## config.mk

```make
export PLATFORM = sky130hd
export DESIGN_NAME = servo_bus_packet_receiver
export DESIGN_NICKNAME = d
export VERILOG_FILES = /design/src/hdl/sbpr_pkg.sv /design/src/hdl/sbpr_ram.sv /design/src/hdl/sbpr_ctrl.sv /design/src/hdl/sbpr_dp.sv /design/src/hdl/servo_bus_packet_receiver.sv
export SDC_FILE = /design/constraint.sdc
export NUM_CORES = 1
export LEC_CHECK = 0
export BUFFER_PORTS_ARGS = -buffer_cell sky130_fd_sc_hd__buf_2
export CORE_MARGIN = 2
export CORE_UTILIZATION = 62
export DETAILED_ROUTE_END_ITERATION = 16
export PLACE_DENSITY = 0.78
export SLEW_MARGIN = 25
export SYNTH_ARGS = -nofsm -noshare
export SYNTH_HDL_FRONTEND = slang
export SYNTH_SLANG_ARGS = --single-unit
```

## constraint.sdc

```tcl
create_clock -name clk -period 5.8 [get_ports clk]
set_input_delay 0.29 -clock clk [delete_from_list [all_inputs] [get_ports clk]]
set_output_delay 0.29 -clock clk [all_outputs]
set_load 0.03 [all_outputs]
```

## src/hdl/sbpr_pkg.sv

```systemverilog
// shared constants and controller/datapath interface types
`default_nettype none

package sbpr_pkg;

  // framing bytes
  localparam logic [7:0] SYNC_BYTE = 8'hFF;
  localparam logic [7:0] MARK_BYTE = 8'hFD;
  localparam logic [7:0] PAD_BYTE  = 8'h00;

  // crc-16 generator polynomial, msb first
  localparam logic [15:0] CRC_POLY = 16'h8005;

  // commands from controller to datapath, at most one set per cycle
  typedef struct packed {
    logic accept;      // input transaction taken this cycle
    logic take;        // run one byte through the packet parser
    logic walk_start;  // rewind buffer walk pointer and stuffing tracker
    logic scan_step;   // check one buffered byte for a bad escape
    logic load;        // decode one buffered byte into pending output bytes
    logic tail;        // load leftover partial stuffing prefix
    logic push;        // produce one output byte
    logic finish;      // close the packet with the last item
  } sbpr_cmd_t;

  // status from datapath to controller
  typedef struct packed {
    logic hdr_match;   // incoming byte continues the header
    logic take_last;   // current parser byte is the accepted byte itself
    logic pkt_ok;      // checksum matched on the closing byte
    logic at_end;      // buffer walk reached the fill count
    logic step_bad;    // buffered byte breaks an escape sequence
    logic push_more;   // decoded bytes still waiting to be produced
    logic out_free;    // output register can take an item this cycle
  } sbpr_sts_t;

endpackage

`default_nettype wire

```

## src/hdl/sbpr_ram.sv

```systemverilog
// generic single-write, single-read ram with registered read data
`default_nettype none

module sbpr_ram #(
  parameter int WIDTH = 8,
  parameter int DEPTH = 64,
  localparam int AW = $clog2(DEPTH)
) (
  input  wire logic             clk,
  input  wire logic             wr_en,
  input  wire logic [AW-1:0]    wr_addr,
  input  wire logic [WIDTH-1:0] wr_data,
  input  wire logic [AW-1:0]    rd_addr,
  output logic      [WIDTH-1:0] rd_data
);

  logic [WIDTH-1:0] mem_r [DEPTH];
  logic [WIDTH-1:0] rd_data_r;

  always_ff @(posedge clk) begin
    if (wr_en) begin
      mem_r[wr_addr] <= wr_data;
    end
    rd_data_r <= mem_r[rd_addr];
  end

  assign rd_data = rd_data_r;

endmodule

`default_nettype wire

```

## src/hdl/sbpr_ctrl.sv

```systemverilog
// sequencing state machine: byte intake, replay, escape check and emission
`default_nettype none

module sbpr_ctrl import sbpr_pkg::*; (
  input  wire logic      clk,
  input  wire logic      rst_n,
  input  wire logic      in_valid,
  output logic           in_stall,
  input  wire sbpr_sts_t sts,
  output sbpr_cmd_t      cmd
);

  typedef enum logic [3:0] {
    ST_IDLE,
    ST_REPLAY,
    ST_DECIDE,
    ST_SC_RD,
    ST_SC_CHK,
    ST_EM_RD,
    ST_EM_LD,
    ST_EM_PUSH,
    ST_EM_TAIL,
    ST_EM_LAST
  } state_t;

  state_t state_r, state_nxt;
  logic   in_stall_r;

  always_comb begin
    state_nxt = state_r;
    cmd       = '0;
    unique case (state_r)
      ST_IDLE: begin
        if (in_valid && !in_stall_r) begin
          cmd.accept = 1'b1;
          if (!sts.hdr_match) begin
            state_nxt = ST_REPLAY;
          end
        end
      end
      ST_REPLAY: begin
        cmd.take = 1'b1;
        if (sts.take_last) begin
          state_nxt = ST_DECIDE;
        end
      end
      ST_DECIDE: begin
        if (sts.pkt_ok) begin
          cmd.walk_start = 1'b1;
          state_nxt      = ST_SC_RD;
        end else begin
          state_nxt = ST_IDLE;
        end
      end
      ST_SC_RD: begin
        if (sts.at_end) begin
          cmd.walk_start = 1'b1;
          state_nxt      = ST_EM_RD;
        end else begin
          state_nxt = ST_SC_CHK;
        end
      end
      ST_SC_CHK: begin
        cmd.scan_step = 1'b1;
        state_nxt     = sts.step_bad ? ST_IDLE : ST_SC_RD;
      end
      ST_EM_RD: begin
        if (sts.at_end) begin
          cmd.tail  = 1'b1;
          state_nxt = ST_EM_TAIL;
        end else begin
          state_nxt = ST_EM_LD;
        end
      end
      ST_EM_LD: begin
        cmd.load  = 1'b1;
        state_nxt = ST_EM_PUSH;
      end
      ST_EM_PUSH: begin
        if (!sts.push_more) begin
          state_nxt = ST_EM_RD;
        end else if (sts.out_free) begin
          cmd.push = 1'b1;
        end
      end
      ST_EM_TAIL: begin
        if (!sts.push_more) begin
          state_nxt = ST_EM_LAST;
        end else if (sts.out_free) begin
          cmd.push = 1'b1;
        end
      end
      ST_EM_LAST: begin
        if (sts.out_free) begin
          cmd.finish = 1'b1;
          state_nxt  = ST_IDLE;
        end
      end
      default: begin
        state_nxt = ST_IDLE;
      end
    endcase
  end

  always_ff @(posedge clk) begin
    if (!rst_n) begin
      state_r    <= ST_IDLE;
      in_stall_r <= 1'b1;
    end else begin
      state_r    <= state_nxt;
      in_stall_r <= (state_nxt != ST_IDLE);
    end
  end

  assign in_stall = in_stall_r;

endmodule

`default_nettype wire

```

## src/hdl/sbpr_dp.sv

```systemverilog
// packet parser registers, crc, payload buffer, unstuffing and output register
`default_nettype none

module sbpr_dp import sbpr_pkg::*; #(
  parameter int PAYLOAD_BYTES = 64
) (
  input  wire logic       clk,
  input  wire logic       rst_n,
  input  wire sbpr_cmd_t  cmd,
  output sbpr_sts_t       sts,
  input  wire logic [7:0] in_rx_byte,
  output logic            out_valid,
  input  wire logic       out_stall,
  output logic [7:0]      out_packet_id,
  output logic [7:0]      out_instruction,
  output logic [7:0]      out_param_byte,
  output logic            out_has_param,
  output logic            out_last
);

  // fill never passes PAYLOAD_BYTES-1 since the length check caps the data bytes
  localparam int FW    = $clog2(PAYLOAD_BYTES);
  localparam int REM_W = $clog2(PAYLOAD_BYTES + 3);

  localparam logic [15:0]      LEN_MAX    = 16'(PAYLOAD_BYTES + 2);
  localparam logic [REM_W-1:0] LEN_TRAIL  = REM_W'(3);  // instruction plus checksum
  localparam logic [1:0]       MATCH_FULL = 2'd3;       // FF FF FD seen in payload

  typedef enum logic [2:0] {
    PH_WAIT,
    PH_ID,
    PH_LEN_LO,
    PH_LEN_HI,
    PH_INSTR,
    PH_DATA,
    PH_CK_LO,
    PH_CK_HI
  } phase_t;

  function automatic logic [15:0] crc_upd(input logic [15:0] crc, input logic [7:0] b);
    logic [15:0] r;
    r = crc ^ {b, 8'h00};
    for (int k = 0; k < 8; k++) begin
      r = r[15] ? ((r << 1) ^ CRC_POLY) : (r << 1);
    end
    return r;
  endfunction

  function automatic logic [7:0] hdr_byte(input logic [1:0] k);
    logic [7:0] b;
    unique case (k)
      2'd0:    b = SYNC_BYTE;
      2'd1:    b = SYNC_BYTE;
      2'd2:    b = MARK_BYTE;
      default: b = PAD_BYTE;
    endcase
    return b;
  endfunction

  // crc after the four header bytes
  localparam logic [15:0] HDR_CRC =
    crc_upd(crc_upd(crc_upd(crc_upd(16'h0000, SYNC_BYTE), SYNC_BYTE), MARK_BYTE), PAD_BYTE);

  // control state
  phase_t           phase_r, phase_nxt;
  logic [1:0]       hmc_r, hmc_nxt;
  logic [FW-1:0]    fill_r, fill_nxt;
  logic             ok_r, ok_nxt;
  logic             pend_valid_r, pend_valid_nxt;
  logic             out_valid_r, out_valid_nxt;

  // payload state
  logic [7:0]       id_r, id_nxt;
  logic [7:0]       len_lo_r, len_lo_nxt;
  logic [REM_W-1:0] rem_r, rem_nxt;
  logic [7:0]       instr_r, instr_nxt;
  logic [15:0]      crc_r, crc_nxt;
  logic [7:0]       crc_lo_r, crc_lo_nxt;
  logic [7:0]       byte_r, byte_nxt;
  logic [1:0]       held_r, held_nxt;
  logic [1:0]       idx_r, idx_nxt;
  logic [FW-1:0]    ptr_r, ptr_nxt;
  logic [1:0]       m_r, m_nxt;
  logic [1:0]       pre_r, pre_nxt;
  logic [1:0]       j_r, j_nxt;
  logic             wc_r, wc_nxt;
  logic [7:0]       emit_byte_r, emit_byte_nxt;
  logic [7:0]       pend_byte_r, pend_byte_nxt;
  logic [7:0]       out_id_r, out_id_nxt;
  logic [7:0]       out_instr_r, out_instr_nxt;
  logic [7:0]       out_byte_r, out_byte_nxt;
  logic             out_has_r, out_has_nxt;
  logic             out_last_r, out_last_nxt;

  logic             in_ck;
  logic [7:0]       tb;
  logic [15:0]      len_full;
  logic [REM_W-1:0] rem_dec;
  logic             wr_en;
  logic [7:0]       rd_data;
  logic [1:0]       m_step, pre_step;
  logic             wc_step;
  logic [7:0]       push_byte;
  logic             out_wr;

  sbpr_ram #(
    .WIDTH (8),
    .DEPTH (PAYLOAD_BYTES)
  ) u_buf (
    .clk     (clk),
    .wr_en   (wr_en),
    .wr_addr (fill_r),
    .wr_data (tb),
    .rd_addr (ptr_r),
    .rd_data (rd_data)
  );

  assign in_ck     = (phase_r == PH_CK_LO) || (phase_r == PH_CK_HI);
  assign tb        = (idx_r < held_r) ? hdr_byte(idx_r) : byte_r;
  assign len_full  = {tb, len_lo_r};
  assign rem_dec   = rem_r - REM_W'(1);
  assign wr_en     = cmd.take && (phase_r == PH_DATA);
  assign push_byte = (j_r < pre_r) ? hdr_byte(j_r) : emit_byte_r;

  // stuffing tracker step for one buffered byte
  always_comb begin
    m_step   = m_r;
    pre_step = 2'd0;
    wc_step  = 1'b0;
    priority if (m_r == MATCH_FULL) begin
      pre_step = MATCH_FULL;
      m_step   = 2'd0;
    end else if (rd_data == hdr_byte(m_r)) begin
      m_step = m_r + 2'd1;
    end else if (rd_data == SYNC_BYTE) begin
      // emit one FF, keep two pending
      pre_step = 2'd1;
    end else begin
      pre_step = m_r;
      wc_step  = 1'b1;
      m_step   = 2'd0;
    end
  end

  always_comb begin
    sts.hdr_match = (in_rx_byte == hdr_byte(hmc_r)) && !in_ck;
    sts.take_last = (idx_r == held_r);
    sts.pkt_ok    = ok_r;
    sts.at_end    = (ptr_r == fill_r);
    sts.step_bad  = (m_r == MATCH_FULL) && (rd_data != MARK_BYTE);
    sts.push_more = (j_r < pre_r) || wc_r;
    sts.out_free  = !out_valid_r || !out_stall;
  end

  always_comb begin
    phase_nxt      = phase_r;
    hmc_nxt        = hmc_r;
    fill_nxt       = fill_r;
    ok_nxt         = ok_r;
    pend_valid_nxt = pend_valid_r;
    id_nxt         = id_r;
    len_lo_nxt     = len_lo_r;
    rem_nxt        = rem_r;
    instr_nxt      = instr_r;
    crc_nxt        = crc_r;
    crc_lo_nxt     = crc_lo_r;
    byte_nxt       = byte_r;
    held_nxt       = held_r;
    idx_nxt        = idx_r;
    ptr_nxt        = ptr_r;
    m_nxt          = m_r;
    pre_nxt        = pre_r;
    j_nxt          = j_r;
    wc_nxt         = wc_r;
    emit_byte_nxt  = emit_byte_r;
    pend_byte_nxt  = pend_byte_r;
    out_wr         = 1'b0;
    out_id_nxt     = out_id_r;
    out_instr_nxt  = out_instr_r;
    out_byte_nxt   = out_byte_r;
    out_has_nxt    = out_has_r;
    out_last_nxt   = out_last_r;

    if (cmd.accept) begin
      ok_nxt = 1'b0;
      if (sts.hdr_match) begin
        if (hmc_r == MATCH_FULL) begin
          // full header: restart the parse
          hmc_nxt   = 2'd0;
          fill_nxt  = '0;
          phase_nxt = PH_ID;
          crc_nxt   = HDR_CRC;
        end else begin
          hmc_nxt = hmc_r + 2'd1;
        end
      end else begin
        // replay held header bytes, then this byte
        byte_nxt = in_rx_byte;
        held_nxt = hmc_r;
        idx_nxt  = 2'd0;
        hmc_nxt  = 2'd0;
      end
    end

    if (cmd.take) begin
      idx_nxt = idx_r + 2'd1;
      if (!in_ck) begin
        crc_nxt = crc_upd(crc_r, tb);
      end
      unique case (phase_r)
        PH_ID: begin
          id_nxt    = tb;
          phase_nxt = PH_LEN_LO;
        end
        PH_LEN_LO: begin
          len_lo_nxt = tb;
          phase_nxt  = PH_LEN_HI;
        end
        PH_LEN_HI: begin
          rem_nxt   = REM_W'(len_full);
          phase_nxt = (len_full > LEN_MAX) ? PH_WAIT : PH_INSTR;
        end
        PH_INSTR: begin
          instr_nxt = tb;
          if (rem_r > LEN_TRAIL) begin
            fill_nxt  = '0;
            phase_nxt = PH_DATA;
          end else begin
            phase_nxt = PH_CK_LO;
          end
        end
        PH_DATA: begin
          fill_nxt = fill_r + FW'(1);
          rem_nxt  = rem_dec;
          if (rem_dec == LEN_TRAIL) begin
            phase_nxt = PH_CK_LO;
          end
        end
        PH_CK_LO: begin
          crc_lo_nxt = tb;
          phase_nxt  = PH_CK_HI;
        end
        PH_CK_HI: begin
          phase_nxt = PH_WAIT;
          if ({tb, crc_lo_r} == crc_r) begin
            ok_nxt = 1'b1;
          end
        end
        PH_WAIT: begin
        end
        default: begin
          phase_nxt = PH_WAIT;
        end
      endcase
    end

    if (cmd.walk_start) begin
      ptr_nxt        = '0;
      m_nxt          = 2'd0;
      pend_valid_nxt = 1'b0;
      pre_nxt        = 2'd0;
      j_nxt          = 2'd0;
      wc_nxt         = 1'b0;
    end

    if (cmd.scan_step) begin
      m_nxt   = m_step;
      ptr_nxt = ptr_r + FW'(1);
    end

    if (cmd.load) begin
      m_nxt         = m_step;
      pre_nxt       = pre_step;
      wc_nxt        = wc_step;
      j_nxt         = 2'd0;
      emit_byte_nxt = rd_data;
      ptr_nxt       = ptr_r + FW'(1);
    end

    if (cmd.tail) begin
      pre_nxt = m_r;
      wc_nxt  = 1'b0;
      j_nxt   = 2'd0;
    end

    if (cmd.push) begin
      // one item held back so the closing item can carry last
      if (pend_valid_r) begin
        out_wr        = 1'b1;
        out_id_nxt    = id_r;
        out_instr_nxt = instr_r;
        out_byte_nxt  = pend_byte_r;
        out_has_nxt   = 1'b1;
        out_last_nxt  = 1'b0;
      end
      pend_byte_nxt  = push_byte;
      pend_valid_nxt = 1'b1;
      if (j_r < pre_r) begin
        j_nxt = j_r + 2'd1;
      end else begin
        wc_nxt = 1'b0;
      end
    end

    if (cmd.finish) begin
      out_wr         = 1'b1;
      out_id_nxt     = id_r;
      out_instr_nxt  = instr_r;
      out_byte_nxt   = pend_valid_r ? pend_byte_r : 8'h00;
      out_has_nxt    = pend_valid_r;
      out_last_nxt   = 1'b1;
      pend_valid_nxt = 1'b0;
    end

    out_valid_nxt = out_wr || (out_valid_r && out_stall);
  end

  always_ff @(posedge clk) begin
    if (!rst_n) begin
      phase_r      <= PH_WAIT;
      hmc_r        <= 2'd0;
      fill_r       <= '0;
      ok_r         <= 1'b0;
      pend_valid_r <= 1'b0;
      out_valid_r  <= 1'b0;
    end else begin
      phase_r      <= phase_nxt;
      hmc_r        <= hmc_nxt;
      fill_r       <= fill_nxt;
      ok_r         <= ok_nxt;
      pend_valid_r <= pend_valid_nxt;
      out_valid_r  <= out_valid_nxt;
    end
  end

  always_ff @(posedge clk) begin
    id_r        <= id_nxt;
    len_lo_r    <= len_lo_nxt;
    rem_r       <= rem_nxt;
    instr_r     <= instr_nxt;
    crc_r       <= crc_nxt;
    crc_lo_r    <= crc_lo_nxt;
    byte_r      <= byte_nxt;
    held_r      <= held_nxt;
    idx_r       <= idx_nxt;
    ptr_r       <= ptr_nxt;
    m_r         <= m_nxt;
    pre_r       <= pre_nxt;
    j_r         <= j_nxt;
    wc_r        <= wc_nxt;
    emit_byte_r <= emit_byte_nxt;
    pend_byte_r <= pend_byte_nxt;
    out_id_r    <= out_id_nxt;
    out_instr_r <= out_instr_nxt;
    out_byte_r  <= out_byte_nxt;
    out_has_r   <= out_has_nxt;
    out_last_r  <= out_last_nxt;
  end

  assign out_valid       = out_valid_r;
  assign out_packet_id   = out_id_r;
  assign out_instruction = out_instr_r;
  assign out_param_byte  = out_byte_r;
  assign out_has_param   = out_has_r;
  assign out_last        = out_last_r;

endmodule

`default_nettype wire

```

## src/hdl/servo_bus_packet_receiver.sv

```systemverilog
// top level of the servo bus packet receiver
//
// takes one received serial byte per input transaction, hunts for the
// FF FF FD 00 header, captures id, 16-bit length and instruction, buffers the
// parameter bytes in a PAYLOAD_BYTES deep ram and runs a crc-16 (0x8005, init 0,
// msb first) over everything but the checksum. on a good checksum the buffer is
// walked twice: once to reject a broken escape (FF FF FD not followed by FD),
// once to unstuff and emit one output transaction per parameter byte, the final
// one flagged with last; a packet with no parameters gives a single transaction
// with has_param low. bad checksums, broken escapes and oversize lengths drop
// the packet with no output. a byte that extends a header prefix only advances
// the header match and leaves the input open; any other byte stalls the input
// while the h (0..3) held header bytes and then the byte itself are replayed
// through the byte parser one per cycle. after the closing checksum byte of a
// good packet the input stays stalled through a check pass and an emission pass
// over the buffer, paced by its single read port and, in the emission pass, by
// the output register, which takes at most one item per cycle and holds while
// out_stall is high. the buffer needs no clearing pass after reset, only entries
// written by the current packet are ever read. in_stall is high for one cycle
// after reset.

`default_nettype none

module servo_bus_packet_receiver import sbpr_pkg::*; #(
  parameter int PAYLOAD_BYTES = 64
) (
  input  wire logic       clk,
  input  wire logic       rst_n,
  // serial byte input
  input  wire logic       in_valid,
  output logic            in_stall,
  input  wire logic [7:0] in_rx_byte,
  // packet item output
  output logic            out_valid,
  input  wire logic       out_stall,
  output logic [7:0]      out_packet_id,
  output logic [7:0]      out_instruction,
  output logic [7:0]      out_param_byte,
  output logic            out_has_param,
  output logic            out_last
);

  // command and status between sequencer and datapath
  sbpr_cmd_t cmd;
  sbpr_sts_t sts;

  // sequencer: intake, header replay, escape check pass, emission pass
  sbpr_ctrl u_ctrl (
    .clk      (clk),
    .rst_n    (rst_n),
    .in_valid (in_valid),
    .in_stall (in_stall),
    .sts      (sts),
    .cmd      (cmd)
  );

  // parser registers, crc, payload ram, unstuffer and output register
  sbpr_dp #(
    .PAYLOAD_BYTES (PAYLOAD_BYTES)
  ) u_dp (
    .clk             (clk),
    .rst_n           (rst_n),
    .cmd             (cmd),
    .sts             (sts),
    .in_rx_byte      (in_rx_byte),
    .out_valid       (out_valid),
    .out_stall       (out_stall),
    .out_packet_id   (out_packet_id),
    .out_instruction (out_instruction),
    .out_param_byte  (out_param_byte),
    .out_has_param   (out_has_param),
    .out_last        (out_last)
  );

endmodule

`default_nettype wire

```

* Word-level counts from Yosys, hierarchy flattened
Memories as Yosys holds them, arrays and structs flattened. A register that Yosys moved wholly into a read port is not among the register bits.
Cells that the tools add are included.
** Operators by class
- Add/subtract/negate cells :: 7
- $lt $le $gt $ge :: 4
- Eq/ne operators :: 35
- Multiplexer cells :: 115
- Bitwise operators :: 11
- Reductions and logical operators :: 41
** Operators with widths (number)
- $mux 16 :: 13
- $mux 8 :: 13
- $pmux 8 s2 :: 4
- $mux 2 :: 24
- $mux 6 :: 8
- $pmux 4 s10 :: 1
- $mux 1 :: 35
- $mux 4 :: 7
- $not 3->3 :: 8
- $pmux 3 s7 :: 1
- $mux 3 :: 6
- $reduce_and 2->1 :: 9
- $eq 16x16->1 :: 1
- $eq 4x3->1 const B :: 4
- $eq 8x8->1 :: 2
- $gt 16x7->1 const B :: 1
- $xor 16x16->16 :: 1
- $pmux 7 s2 :: 1
- $add 6x1->6 const B :: 2
- $eq 2x2->1 const B :: 6
- $eq 3x3->1 const B :: 4
- $pmux 6 s2 :: 1
- $reduce_or 2->1 :: 6
- $reduce_bool 2->1 :: 5
- 25 further kinds :: 50
** Storage, ports and cells
- Register bits :: 141
- Bits in writable memories :: 512
- Bits of input ports :: 12
- Output and inout port bits :: 28
- Logic and storage cells :: 243
- Memories kept :: 1
** Memories
- u_dp.u_buf.mem_r :: depth 64, width 8, rd ports 1, clocked after Yosys merged registers in 1, wr ports 1, line sbpr_ram.sv:17 : logic [WIDTH-1:0] mem_r [DEPTH];

* Longest topological paths before layout
Gate-level depths: netlist of run 1.
- Depth in word-level cells :: 23
- Gate-level depth with buffers :: 16
- Gate-level depth less buffers :: 15

* Modules after synthesis
A second synthesis of run 1 with hierarchy kept.
** Unflattened totals
- Cells, all modules :: 1517
- Area total of the unflattened synthesis :: 26829.5 um^2
** Modules (own cells, without submodules)
- sbpr_ram :: instances 1, cells each 940, area each 20166.8 um^2, seq. area each 15534.9 um^2
- sbpr_dp :: instances 1, cells each 518, area each 6198.4 um^2, seq. area each 3743.6 um^2
- sbpr_ctrl :: instances 1, cells each 59, area each 464.2 um^2, seq. area each 100.1 um^2

* Worst setup path after synthesis of run 1
OpenSTA, ideal clock, no wires.
- Path kind :: register to register
- From :: register u_dp.idx_r[1]
- To :: register u_dp.crc_lo_r[1], data pin
- Library setup time :: 0.732 ns
- Arrival time :: 3.740 ns
- Required time :: 5.068 ns
- Slack :: 1.327 ns
- Cell stages (with the launch flop) :: 5
- Path buffers :: 0
- Clock period less this slack :: 4.473 ns
- Cell sequence :: edfxtp_1 -> ha_1 -> nand2b_1 -> nand2_1 -> o21ai_0
** Between the ends
- Word-level cells in the longest chain between the ends :: 4
- Elaborated cells on any way between the ends :: 7
- Those cells by class :: 1 x order compare; 2 x eq/ne; 2 x mux; 2 x reduce/logical
** Ends and longest elaborated chain
- start, declared :: line sbpr_dp.sv:81 : logic [1:0] idx_r, idx_nxt;
- start signal, assigned :: line sbpr_dp.sv:345 : idx_r <= idx_nxt;
- $eq 2x1->1 / $logic_not 2->1 (equally long branches) :: line sbpr_dp.sv:51 : unique case (k)
- $reduce_or 2->1 (no source line)
- $pmux 8 s2 :: line sbpr_dp.sv:51
- $mux 8 * :: line sbpr_dp.sv:119 : assign tb = (idx_r < held_r) ? hdr_byte(idx_r) : byte_r;
- net u_dp.tb[1] :: line sbpr_dp.sv:96 : logic [7:0] tb;
- end signal, assigned :: line sbpr_dp.sv:342 : crc_lo_r <= crc_lo_nxt;
- end, declared :: line sbpr_dp.sv:78 : logic [7:0] crc_lo_r, crc_lo_nxt;
Mark *: on every way through the listed nets, which the timed path passes. The rest lies on a longest branch.
A chain may end at the register's enable or synchronous reset.

* Worst setup path after layout of run 1
- From :: register u_dp.idx_r[1]
- To :: register u_dp.crc_r[15]
** Between the ends
- Elaborated cells on any way between the ends :: 25
- Those cells by class :: 1 x order compare; 2 x eq/ne; 12 x mux; 8 x bitwise; 2 x reduce/logical
** RTL lines
- $eq 2x1->1 / $logic_not 2->1 (equally long branches) :: line sbpr_dp.sv:51
- $reduce_or 2->1 (no source line)
- $pmux 8 s2 :: line sbpr_dp.sv:51
- $mux 8 * :: line sbpr_dp.sv:119
- net u_dp.tb[7] :: line sbpr_dp.sv:96
- $xor 16x16->16 * :: line sbpr_dp.sv:42 : r = crc ^ {b, 8'h00};
- $mux 16 * (8 in a row) :: line sbpr_dp.sv:44 : r = r[15] ? ((r << 1) ^ CRC_POLY) : (r << 1);
- $mux 16 * :: line sbpr_dp.sv:207 : if (!in_ck) begin
- $mux 16 * :: line sbpr_dp.sv:205 : if (cmd.take) begin
- net u_dp.crc_nxt[15] :: line sbpr_dp.sv:77 : logic [15:0] crc_r, crc_nxt;
- end signal, assigned :: line sbpr_dp.sv:341 : crc_r <= crc_nxt;
- end, declared :: line sbpr_dp.sv:77
Marks and branches as above.

==> results of run 1 <==
## registers in the layout (all words and copies together), names as in the netlist, 3 cells and up
register and flops:
u_ctrl.state_r 4, u_dp.byte_r 8, u_dp.crc_lo_r 8, u_dp.crc_r 16, u_dp.emit_byte_r 8, u_dp.fill_r 6
u_dp.id_r 8, u_dp.instr_r 8, u_dp.len_lo_r 8, u_dp.out_instruction 8, u_dp.out_packet_id 8, u_dp.out_param_byte 8
u_dp.pend_byte_r 8, u_dp.phase_r 3, u_dp.ptr_r 6, u_dp.rem_r 7, u_dp.u_buf.mem_r 512, u_dp.u_buf.rd_data 8
## kinds of logic after synthesis
group           synth area share, %
fa+ha+maj                     0.852
mux                            14.1
flops                          73.3
simple gates                   5.49
compound gates                 2.93
xor+xnor                       1.75
buf+inv                        1.61
## worst paths after layout
check	startpoint	to	slack, ps
setup / recovery	u_dp.idx_r[1]	u_dp.crc_r[15]	1870
hold / removal	rst_n	u_dp.pend_valid_r	30
setup reg to reg	u_dp.idx_r[1]	u_dp.crc_r[15]	1870
hold reg to reg	u_dp.instr_r[3]	u_dp.out_instruction[3]	420
## power groups by stage
stage          clock network [mW]  logic, mW  registers, mW
2_1_floorplan                   0      0.643           5.64
3_3_place_gp                    0      0.878           5.66
3_5_place_dp                    0      0.918           5.66
4_1_cts                      4.26      0.929           5.56
5_1_grt                      4.42       1.00           5.57
6_report                     4.20      0.925           5.56
## area by class of cell
| type | instances | area [sq um] |
|---|---|---|
| flip-flops and latches | 661 | 19400 |
| fillers | 2516 | 12600 |
| multi-input cells | 676 | 6680 |
| clock buffers | 84 | 1770 |
| well taps | 539 | 674 |
| repair buffers | 67 | 478 |
| clock inverters | 36 | 377 |
| inverters | 27 | 101 |
## tightest hold or removal path, delay by kind of cell
family        cells  cell delay (ps)
buf+inv           1              170
simple gates      2              110
## cell usage in the layout, fill, tap and decap left out, types with 9 or more instances in the layout
cell type | synthesis | layout
nand2_1 | 61 | 61
xnor2_1 | 34 | 34
mux4_2 | 160 | 160
o21ai_0 | 34 | 32
nor2b_1 | 20 | 20
buf_2 | 15 | 39
nor4_1 | 11 | 11
nor3_1 | 16 | 14
a21oi_1 | 37 | 36
ha_1 | 18 | 18
clkbuf_1 | 34 | 14
xor2_1 | 16 | 16
inv_1 | 27 | 27
dfxtp_1 | 47 | 47
a211oi_1 | 9 | 9
buf_4 | 6 | 17
clkbuf_16 | 0 | 67
edfxtp_1 | 614 | 614
nand3_1 | 22 | 22
clkinv_2 | 0 | 12
mux2i_1 | 10 | 10
nor2_1 | 135 | 135
## stage by stage
stage	cell area, sq um	hold slack (ps)
4_1_cts	29400	1.69
6_report	29500	30.2
5_1_grt	29500	24.9
2_1_floorplan	26400	389
3_3_place_gp	27200	403
3_5_place_dp	27200	405
## per-layer routing
layer  track usage, %  vias to the layer above
met3             5.77                      120
met4             11.2                        2
met2             40.6                      668
met1             35.2                     6859
li1                 -                     5839
met5                0                        -
## timing repair
| action | in CTS | in global routing |
|---|---|---|
| hold buffers | 8 | 0 |
| endpoints found under the hold margin | 8 | 0 |
| setup endpoints to repair | 0 | 0 |
==> impl_metrics.tcl, run 1 <==
set metrics [dict create \
    placed_cells 1962 \
    vias_per_cell 6.45 \
    setup_viol 0 \
    io_pins 40 \
    reg2reg_depth 14 \
    cts_buffers 67 \
    antenna_left 0 \
    wl_met3_mm 4.63 \
    top_layer_used "met5" \
    tns_ps 0 \
    grt_pass1_vias 13500 \
    max-vdd-ir-drop_mv 0.278 \
    core-area_sq_um 42000 \
    wire_per_inst_um 26.3 \
    startpoint_type "flop" \
    fin_cells 2090 \
    hold_viol_final 0 \
    clk_latency_ps 600 \
    drive_gt1_share_pct 21.8 \
    cp_data_arrival_time_ps 4390 \
    syn-instance-count 1433 \
    route.met2.wl_mm 26.8 \
    holdPathStages 3 \
    timing.fmax_mhz 254 \
    grt_overflow_total 0 \
    power.leakage_nw 9.60 \
    cp_top_family "XOR/XNOR gates" \
    die_w_um 210 \
    yosys_most_used_dff "edfxtp_1" \
    synthTopCellsByArea "edfxtp_1, mux4_2, dfxtp_1" \
    nets 1530 \
    path_cells "ha_1 > nor2b_1 > nor2_1 > a21o_2 > xor2_1 > inv_1 > ha_1 > xnor2_1 > xnor2_1 > mux2i_1 > xor2_1 > xnor3_2 > xnor2_1 > o21ai_1" \
    die_h_um 210 \
    portBuffers 39 \
    fin_util_pct 70.1 \
    power_switching_mw 2.43 \
    required_ps 6260 \
    syn_nets 1463 \
    switching_share_pct 22.8 \
    synth_edf_count 614 \
    setup_ws_ps 1870 \
    p_seq_share_pct 52.0 \
    fin_skew_ps 21.2 \
    n_antenna_cell 0 \
    clkSlewWorstSetupHoldPaths_ps 60 \
    drt-total-wl_mm 55.0 \
    critical_path_class "reg -> reg" \
    htreeDepth 3 \
    synth_async_sr_flop_share_pct 0 \
    area_growth_pct 11.4 \
    p_int_mw 8.26 \
    fin_crit_ps 3930 \
    ys_seq_area_share_pct 73.3 \
    crit_slowest_cell "nor2b_1" \
    dieArea_sq_um 44300 \
    rsz0062_at_grt "false" \
    post_cts_resized 0 \
    power.density_nw_per_um2 363 \
    crit_path_frequent_cell "xnor2_1" \
    wl_met1_mm 21.3 \
    min_period_over_period_pct 67.8 \
    ys_warn_count 0 \
    synthTopCellsByCount "edfxtp_1, mux4_2, nor2_1" \
    cp.depth 14 \
    gp_congestion 0.851 \
    cp_num_buf_inv 1 \
    synth_top_area_share_pct 69.8 \
    routed-via-count 13500 \
    cp-end-kind "flop" \
    grt_pass1_wl_mm 82.8 \
    grtUsageTotal_pct 25.7 \
    cp_slowest_stage_delay_ps 440 \
    cts_num_sinks 661 \
    drv_slew 0 \
    first_pass_iters 5 \
    cap_viol_max_count 0 \
    power_frac_comb_pct 8.7 \
    clkPwrFrac_pct 39.3 \
    post-synth-top-count-cell "edfxtp_1" \
    finalPower_mw 10.7 \
    yosys.area.top_type "edfxtp_1" \
    cts_buffer_depth 3 \
    drc 0 \
    initial_core_util_pct 62.9 \
    post-dp-hpwl_mm 31.7 \
    pre_cts_ws_ps 1930 \
    post_cts_buffers 0 \
    antenna_found_initial 1 \
    drt_iter0_drc 1536 \
    rows 75 \
    avgSynthCellArea_sq_um 18.4 \
    cp_max_fo 8 \
    relSlewSlack_pct 29.7 \
    worst_pin_slew_ps 1050 \
    status "finished clean" \
    grt_max_degree 77 \
    ys_ff_latch 661 \
    cts_root_buffer "clkbuf_16" \
    ys_types 59 \
    synthesis.area_sq_um 26400 \
    cts_tree "done" \
    hold_path_class "in -> reg" \
]
No activity file was read; power rests on OpenSTA's default activity.
==> run 2, diff against run 1 <==
- clock period: 5.8 -> 4.03 ns (I/O delays scaled with it)
==> impl_metrics.tcl, run 2 (synthesis results as in run 1) <==
set metrics [dict create \
    status "finished clean" \
    crit_slowest_cell "edfxtp_1" \
    rsz0062_at_grt "false" \
    die_w_um 210 \
    io_pins 40 \
    route.met2.wl_mm 27.6 \
    top_register "u_dp.u_buf.mem_r" \
    area.sequential_sq_um 19400 \
    portBuffers 39 \
    grt_max_degree 102 \
    hold_path_class "in -> reg" \
    largest_register_ffs 512 \
    post_cts_resized 0 \
    postLayoutCellArea_sq_um 30000 \
    drt-total-wl_mm 57.1 \
    setup_viol 0 \
    power_switching_mw 3.56 \
    dieArea_sq_um 44300 \
    die_h_um 210 \
    crit_path_frequent_cell "xnor2_1" \
    finalPower_mw 15.6 \
    core-area_sq_um 42000 \
    required_ps 4490 \
    cts_num_sinks 661 \
    cp-end-kind "flop" \
    power_frac_comb_pct 8.7 \
    worst_pin_slew_ps 864 \
    clk_latency_ps 600 \
    tns_ps 0 \
    first_pass_iters 8 \
    timing.fmax_mhz 265 \
    critical_path_class "reg -> reg" \
    cts_buffers 67 \
    grt_pass1_vias 14000 \
    final_common_cell "edfxtp_1" \
    power.density_nw_per_um2 519 \
    fin_util_pct 71.3 \
    grt_pass1_wl_mm 86.9 \
    min_period_over_period_pct 93.8 \
    p_seq_share_pct 51.4 \
    cts_root_buffer "clkbuf_16" \
    relSlewSlack_pct 42.4 \
    power.leakage_nw 9.92 \
    cp_data_arrival_time_ps 4230 \
    top_layer_used "met4" \
    initial_core_util_pct 62.9 \
    wire_per_inst_um 26.6 \
    grt_overflow_total 0 \
    hold_viol_final 0 \
    p_int_mw 12.0 \
    wl_met3_mm 5.08 \
    reg_top3 "u_dp.u_buf.mem_r (512), u_dp.crc_r (16)" \
    drc 0 \
    cp_slowest_stage_delay_ps 420 \
    n_antenna_cell 0 \
    fin_crit_ps 3780 \
    nets 1585 \
    clkSlewWorstSetupHoldPaths_ps 60 \
    max-vdd-ir-drop_mv 0.407 \
    path_cells "ha_1 > nor2b_1 > nor2_1 > a21o_2 > xor2_1 > inv_1 > ha_1 > xnor2_1 > xnor2_1 > mux2i_1 > xor2_1 > xnor3_2 > xnor2_1 > o21ai_1" \
    final_cell_mix "edfxtp_1, mux4_2, nor2_1, clkbuf_16, buf_4" \
    area_growth_pct 13.4 \
    drive_gt1_share_pct 24.2 \
    vias_per_cell 6.46 \
    post-dp-hpwl_mm 33.2 \
    htreeDepth 3 \
    drv_slew 0 \
    startpoint_type "flop" \
    multi_input_area_sq_um 6680 \
    cts_buffer_depth 3 \
    antenna_left 0 \
    placed_area_sq_um 27700 \
    hold_slack_ps 34.4 \
    cts_tree "done" \
    cp_num_buf_inv 1 \
    fill_cells 2458 \
    cap_viol_max_count 0 \
    grtUsageTotal_pct 26.8 \
    antenna_found_initial 0 \
    clkPwrFrac_pct 39.8 \
    rrSetupSlack_ps 250 \
    cp_max_fo 8 \
    switching_share_pct 22.9 \
    routed-via-count 13900 \
    fin_skew_ps 27.7 \
    cp_top_family "XOR/XNOR gates" \
    rows 75 \
    wl_met1_mm 22.3 \
    gp_congestion 0.910 \
    drt_iter0_drc 1588 \
]
## run 2: routing by layer
metal | vias to the layer above | track usage (%)
met5 | - | 0
met2 | 677 | 42.6
met3 | 120 | 5.84
li1 | 5954 | -
met1 | 7121 | 37.1
met4 | 0 | 10.6
## run 2: path summary, 6_finish.rpt
path,to,cells past startpoint,startpoint
worst max-delay path,u_dp.crc_r[15],14,u_dp.idx_r[1]
worst min-delay path,u_dp.out_valid,3,out_stall
worst min register to register,u_dp.out_instruction[7],0,u_dp.instr_r[7]
worst max register to register,u_dp.crc_r[15],14,u_dp.idx_r[1]
## run 2: repair_timing
item / in CTS / in global routing
hold buffers: 9 / 0
setup buffers: 0 / 0
hold endpoints to repair: 15 / 0
## run 2: power groups by stage
stage	sequential [mW]	combinational [mW]	clock, mW
final	8.00	1.36	6.20
after global routing	8.01	1.48	6.52
after CTS	7.99	1.35	6.28
after detailed placement	8.14	1.33	0
after global placement	8.14	1.28	0
after floorplan	8.10	0.927	0
## run 2: layout make-up
cell class / count / area share, %
timing repair buffer: 122 / 3.16
multi-input combinational: 676 / 22.3
tap: 539 / 2.25
clock inverter: 34 / 1.23
clock buffer: 87 / 6.09
inverter: 27 / 0.338
sequential: 661 / 64.7
## run 2: worst reg2reg max path: stages (launching register included)
cell and delay, ps:
edfxtp_1 420, ha_1 340, nor2b_1 400, nor2_1 190, a21o_2 240, xor2_1 280
inv_1 90, ha_1 360, xnor2_1 170, xnor2_1 130, mux2i_1 250, xor2_1 260
xnor3_2 310, xnor2_1 140, o21ai_1 70
## run 2: stage by stage
step | setup slack [ps] | instances
3_5_place_dp | 280 | 2015
6_report | 251 | 2146
2_1_floorplan | 83.2 | 1433
5_1_grt | 10.4 | 2146
3_3_place_gp | 378 | 2015
4_1_cts | 276 | 2145
==> run 3, diff against run 2 <==
- ABC_AREA: unset -> 1
==> impl_metrics.tcl, run 3 <==
set metrics [dict create \
    crit_slowest_cell "nor2_1" \
    dieArea_sq_um 45100 \
    io_pins 40 \
    hp-start "out_stall" \
    power.density_nw_per_um2 518 \
    drt_iter0_drc 2792 \
    synth_edf_count 614 \
    first_pass_iters 8 \
    synth_top_area_share_pct 68.6 \
    post-synth-top-count-cell "edfxtp_1" \
    r2r-end "u_dp.u_buf.mem_r[33][3]" \
    r2r-start "u_dp.phase_r[0]" \
    grt_overflow_total 0 \
    rsz0062_at_grt "false" \
    final_cell_mix "edfxtp_1, nor2_1, o21ai_0, nand2_1, o22ai_1" \
    top_register "u_dp.u_buf.mem_r" \
    cts_num_sinks 661 \
    cap_viol_max_count 0 \
    clkPwrFrac_pct 39.4 \
    min_period_over_period_pct 84.1 \
    ys_warn_count 0 \
    relSlewSlack_pct 24.8 \
    cp-end-kind "flop" \
    cp_top_family "simple AND/OR/NAND/NOR gates" \
    hold_viol_final 0 \
    initial_core_util_pct 62.6 \
    area_growth_pct 11.3 \
    hold_path_class "in -> reg" \
    nets 2252 \
    cts_buffer_depth 3 \
    antenna_left 0 \
    cts_buffers 67 \
    rows 76 \
    drc 0 \
    p_seq_share_pct 51.6 \
    reg2reg_depth 8 \
    finalPower_mw 15.5 \
    holdPathStages 5 \
    tns_ps 0 \
    required_ps 4240 \
    syn_nets 2217 \
    htreeDepth 3 \
    power.leakage_nw 10.0 \
    fin_skew_ps 25.7 \
    drive_gt1_share_pct 9.68 \
    drv_slew 0 \
    routed-via-count 18300 \
    die_h_um 212 \
    rrSetupSlack_ps 640 \
    post-dp-hpwl_mm 38.6 \
    fill_cells 2850 \
    grt_pass1_vias 17300 \
    cp_data_arrival_time_ps 3600 \
    drt-total-wl_mm 66.9 \
    wire_per_inst_um 23.4 \
    post_cts_resized 0 \
    ys_ff_latch 661 \
    n_antenna_cell 0 \
    worst_pin_slew_ps 1130 \
    postLayoutCellArea_sq_um 29900 \
    critical_path_class "reg -> reg" \
    synth_async_sr_flop_share_pct 0 \
    gp_congestion 0.961 \
    placed_area_sq_um 27700 \
    yosys.area.top_type "edfxtp_1" \
    yosys_most_used_dff "edfxtp_1" \
    power_switching_mw 3.69 \
    clkSlewWorstSetupHoldPaths_ps 60 \
    cp_max_fo 12 \
    setup_viol 0 \
    placed_cells 2729 \
    switching_share_pct 23.8 \
    path_cells "inv_1 > nor2_1 > nand2_1 > nor2_4 > inv_1 > nor2_1 > nand3_1 > nor2_1" \
    antenna_found_initial 1 \
    grt_pass1_wl_mm 101 \
    p_int_mw 11.8 \
    die_w_um 212 \
    ys_types 50 \
    fin_crit_ps 3390 \
    grtUsageTotal_pct 30.0 \
    clk_latency_ps 590 \
    startpoint_type "flop" \
    synthesis.area_sq_um 26900 \
    ys_seq_area_share_pct 72.1 \
    power_frac_comb_pct 9.0 \
    status "finished clean" \
    core-area_sq_um 43000 \
    portBuffers 39 \
    crit_path_frequent_cell "nor2_1" \
    grt_max_degree 204 \
    final_common_cell "edfxtp_1" \
    syn-instance-count 2187 \
    multi_input_area_sq_um 6610 \
    cts_root_buffer "clkbuf_16" \
    cp_slowest_stage_delay_ps 780 \
    avgSynthCellArea_sq_um 12.3 \
    holdPathEnd "u_dp.out_valid" \
    area.sequential_sq_um 19400 \
    synthTopCellsByArea "edfxtp_1, o21ai_0, nor2_1" \
    largest_register_ffs 512 \
    fin_cells 2857 \
    vias_per_cell 6.40 \
    timing.fmax_mhz 295 \
    reg_top3 "u_dp.u_buf.mem_r (512), u_dp.crc_r (16)" \
    max-vdd-ir-drop_mv 0.371 \
    synthTopCellsByCount "edfxtp_1, nor2_1, o21ai_0" \
    cts_tree "done" \
    cp_num_buf_inv 2 \
]
## run 3: cell types whose count changed after synthesis, moves of 20 or more
| cell | delta |
|---|---|
| nor2_1 | +276 |
| inv_1 | +77 |
| nand3_1 | +38 |
| xnor2_1 | -26 |
| o22ai_1 | +126 |
| o221ai_1 | +32 |
| clkbuf_1 | +59 |
| mux4_2 | -160 |
| nor2b_1 | -20 |
| nand2_1 | +76 |
| o21ai_0 | +284 |
## run 3: tightest hold or removal path, delay by kind of cell
kind                   cells  cell delay [ps]
buffers and inverters      3              220
and+or+nand+nor            1               80
AOI/OAI and AO/OA          1               80
## run 3: cell families (layout without fill, tap and decap cells)
group,after synthesis,in the layout,share of synthesized area (%)
AO/OA/AOI/OAI,575,575,12.2
XOR/XNOR,24,24,0.879
adder cells (fa/ha/maj),18,18,0.838
buffers and inverters,235,320,3.48
flip-flops,661,661,72.1
AND/OR/NAND/NOR,674,674,10.6
## run 3: per-stage QoR
stage,hold WS (ps),util (%),worst slack [ps]
floorplan,300,-,345
global placement,403,64.4,945
detailed placement,405,64.4,730
CTS,13.5,69.6,766
global route,104,69.6,454
finish,31.6,69.6,642
## run 3: power by group through the flow
stage	clock network [mW]	registers, mW	logic, mW
floorplan	0	8.13	0.863
global placement	0	8.14	1.35
detailed placement	0	8.14	1.37
CTS	6.16	8.00	1.39
global route	6.42	8.01	1.51
finish	6.11	8.00	1.40
## run 3: how the worst max path moves through the flow
stage / slack (ps) / end / cells after the start / from
3_5_place_dp: 730 / u_dp.u_buf.mem_r[58][6] / 8 / u_dp.phase_r[0]
2_1_floorplan: 340 / u_dp.crc_r[15] / 22 / u_dp.idx_r[1]
3_3_place_gp: 940 / u_dp.u_buf.mem_r[58][3] / 10 / u_ctrl.state_r[0]
5_1_grt: 450 / u_dp.u_buf.mem_r[1][5] / 8 / u_dp.phase_r[0]
6_report: 640 / u_dp.u_buf.mem_r[33][3] / 8 / u_dp.phase_r[0]
4_1_cts: 770 / u_dp.u_buf.mem_r[42][6] / 8 / u_dp.phase_r[0]
## run 3: layer usage
metal	global-route usage, %	vias up	share of wire, %
met5	0	-	0
met4	13.2	0	4.3
met3	6.54	222	12
met2	47.0	1311	46
met1	40.9	8684	38
li1	-	8071	-
## run 3: final cells by class
class,count,area share (%)
multi-input cells,1291,22.1
inverters,113,1.43
well taps,585,2.45
repair buffers,88,2.12
flip-flops and latches,661,64.7
clock buffers,90,6.07
clock inverters,29,1.11
## run 3: timing repair
item | 4_1_cts | 5_1_grt
setup buffers | 0 | 0
hold endpoints to repair | 11 | 0
hold buffers | 9 | 0
